## config.mk

```make
export PLATFORM = sky130hd
export DESIGN_NAME = ectu_ram
export DESIGN_NICKNAME = d
export VERILOG_FILES = /design/src/sv/ectu_ram.sv
export SDC_FILE = /design/constraint.sdc
export NUM_CORES = 1
export LEC_CHECK = 0
export BUFFER_PORTS_ARGS = -buffer_cell sky130_fd_sc_hd__clkbuf_2
export CAP_MARGIN = 10
export CORE_MARGIN = 2
export CORE_UTILIZATION = 55
export CTS_BUF_LIST = sky130_fd_sc_hd__clkbuf_16
export DETAILED_ROUTE_END_ITERATION = 6
export PLACE_DENSITY = 0.81
export SLEW_MARGIN = 30
export SYNTH_ARGS = -nofsm -noshare
export SYNTH_HDL_FRONTEND = slang
export SYNTH_SLANG_ARGS = --single-unit
```

## constraint.sdc

```tcl
create_clock -name i_clk -period 2 [get_ports i_clk]
set_input_delay 0.1 -clock i_clk [delete_from_list [all_inputs] [get_ports i_clk]]
set_output_delay 0.1 -clock i_clk [all_outputs]
set_load 0.005 [all_outputs]
```

## src/sv/ectu_ram.sv

```systemverilog
// Generic simple dual-port RAM: one write port, one registered read port.
module ectu_ram #(
    parameter int WIDTH = 8,
    parameter int DEPTH = 16
) (
    input  logic                     i_clk,
    input  logic                     i_we,
    input  logic [$clog2(DEPTH)-1:0] i_waddr,
    input  logic [WIDTH-1:0]         i_wdata,
    input  logic [$clog2(DEPTH)-1:0] i_raddr,
    output logic [WIDTH-1:0]         o_rdata
);

    logic [WIDTH-1:0] r_mem [DEPTH];
    logic [WIDTH-1:0] r_rdata;

    // Write port and registered read
    always_ff @(posedge i_clk) begin
        if (i_we) begin
            r_mem[i_waddr] <= i_wdata;
        end
        r_rdata <= r_mem[i_raddr];
    end

    assign o_rdata = r_rdata;

endmodule

```

==> impl_metrics.ini <==
[floorplanning]
dieArea_um2 = 10150
start_util = 0.5624
die_height_um = 100.7
io_pins = 26
rows = 35
core_area_um2 = 9153
dieWidth_um = 100.7

[pwr]
p_leak_nw = 2.069
combPwrFrac = 0.045
p_int_mw = 5.018
report.power.total_mw = 6.377
p_sw_mw = 1.359
switching_share = 0.2132
clockPowerShare = 0.451
ir_worst_vdd_mv = 0.5841
power_frac_seq = 0.503
power.density_nw_per_um2 = 1055

[yosys]
synth_cell_type_count = 19
synth_area_um2 = 5147
yosys.area_share.simple = 0.03184
yosys.area.top_type = edfxtp_1
synth_top_area_share = 0.7467
synth_cells = 229
async_flop_share = 0
synth-xor-area-share = 0
syn_nets = 247
synth_edf_count = 128
avgSynthCellArea_um2 = 22.48
synthMuxAreaShare = 0.1502
ys.warnings.count = 0
synth_top_family_by_area = multiplexers
synth_compound_area_frac = 0.02333
synth_seq_cells = 136
yosys.area_share.adder = 0
yosysSeqAreaShare = 0.7778
synth_flop_cell = edfxtp_1
ys_top_cells_by_area = edfxtp_1, mux4_2, mux4_1

[placement]
dpl.hpwl_um = 6163
gp_congestion = 0.7779
preCtsSetupSlack_ps = 413.1
dpl_cell_area_um2 = 5488
port_buffers = 25

[detailed_routing]
wl_um = 9794
first_pass_iters = 4
ant_nets = 0
vias_per_cell = 6.120
drc = 0
drt-initial-drc-count = 235
wl_per_cell_um = 24.06
vias = 2491

[grt]
grt_pass1_vias = 2507
grt_max_degree = 33
grt_pass1_wl_um = 14990
grt_overflow = 0
grt_usage = 0.2188
antenna_found_initial = 0

[setup_path]
cp.required_ps = 2290
worst_setup_path_start_kind = register
crit_path_end_kind = register
cp.arrival_ps = 1720
critPathKind = register to register
cp_max_fo = 1

[clock_network]
clkTransAtPathRegs_ps = 60
clockBufferDepth = 2
tritoncts = built
insertion_delay_ps = 420
cts_setup_buffers = 0
hold_buffers = 0
cts_sinks = 136
clock-root-buffer = clkbuf_16
cts-resized-gates = 0
htreeDepth = 4
numCtsBuffers = 17

[cells_and_area]
synthToLayoutAreaGrowth_pct = 17.45
layout_commonest_cell = edfxtp_1
final_area_um2 = 6046
drive_above_1_share = 0.3176
fillers = 555
nets = 301
layout_common_cells = edfxtp_1, clkbuf_2, buf_4, mux4_2, clkbuf_16
antenna_cells = 0

[run_status]
status = completed

[sta]
rsz0062_at_grt = false
slew_headroom = 0.5589
tns_ps = 0
drv_slew = 0
worst_pin_slew_ps = 659.2
hold_viol_final = 0
worst_slack_ps = 566.1
finalSetupViolCount = 0
fmax_mhz = 697.4
period_minus_slack_ps = 1434
fin_crit_sh = 0.7169
skew_ps = 12.13

[worst_hold_path]
hold_path_class = input port to register

[job]
maxCapViolCount = 0
## worst paths after layout
kind,from,depth (start not counted),slack [ps],to
worst max-delay path,r_mem[1][0],3,570,o_rdata[0]
worst min-delay path,i_wdata[1],1,80,r_mem[11][1]
worst max register to register,r_mem[1][0],3,570,o_rdata[0]
worst min register to register,r_mem[12][2],3,680,o_rdata[2]
## cell usage after synthesis, types with 2 or more instances
cell type,instances
nand2b_1,2
edfxtp_1,128
dfxtp_1,8
nand3b_1,2
a22oi_1,16
clkdlybuf4s25_2,3
buf_2,3
mux4_1,14
nor3_1,4
buf_6,3
nand2_1,9
mux4_2,18
nor2_1,13
## power groups by stage
stage	sequential (mW)	combinational [mW]	clock (mW)
CTS	3.21	0.292	2.92
finish	3.21	0.288	2.88
global placement	3.26	0.281	0
global route	3.21	0.314	3.04
floorplan	3.26	0.162	0
detailed placement	3.27	0.290	0
## metrics by stage
| step | hold slack [ps] | cells | utilization |
|---|---|---|---|
| 6_report | 83.00 | 407 | 0.6606 |
| 3_3_place_gp | 473.8 | 375 | 0.5996 |
| 4_1_cts | 71.05 | 407 | 0.6606 |
| 2_1_floorplan | 198.9 | 229 | - |
| 3_5_place_dp | 483.0 | 375 | 0.5996 |
| 5_1_grt | 111.3 | 407 | 0.6606 |
## flip-flops by register name, summed over array words and instances, names as in the netlist
name,cells
o_rdata,8
r_mem,128
## cell families (layout without fill, tap and decap cells)
logic type,Yosys count,after routing
multiplexers,32,32
flip-flops,136,136
AO/OA/AOI/OAI,16,16
AND/OR/NAND/NOR,35,35
buffers and inverters,10,77
## metal layers
layer	part of all wire	routed length (um)	GRT usage
met3	0.065	640	0.06103
met1	0.40	3948	0.2949
met4	0.015	148	0.08219
met5	0	0	0
met2	0.52	5057	0.3456
## layout make-up
cell class	instances	area, um2	share of cell area
clock buffers	17	425.4	0.07036
flip-flops and latches	136	4004	0.6623
repair buffers	45	287.8	0.04760
well taps	111	138.9	0.02297
clock inverters	15	132.6	0.02194
multi-input cells	83	1057	0.1749
## worst max-delay path: stages, from the launching register on
cell and delay, ps:
edfxtp_1 360, mux4_1 520, a22oi_1 320, nand2_1 110
Note: power is estimated with default switching activity, not from simulation.
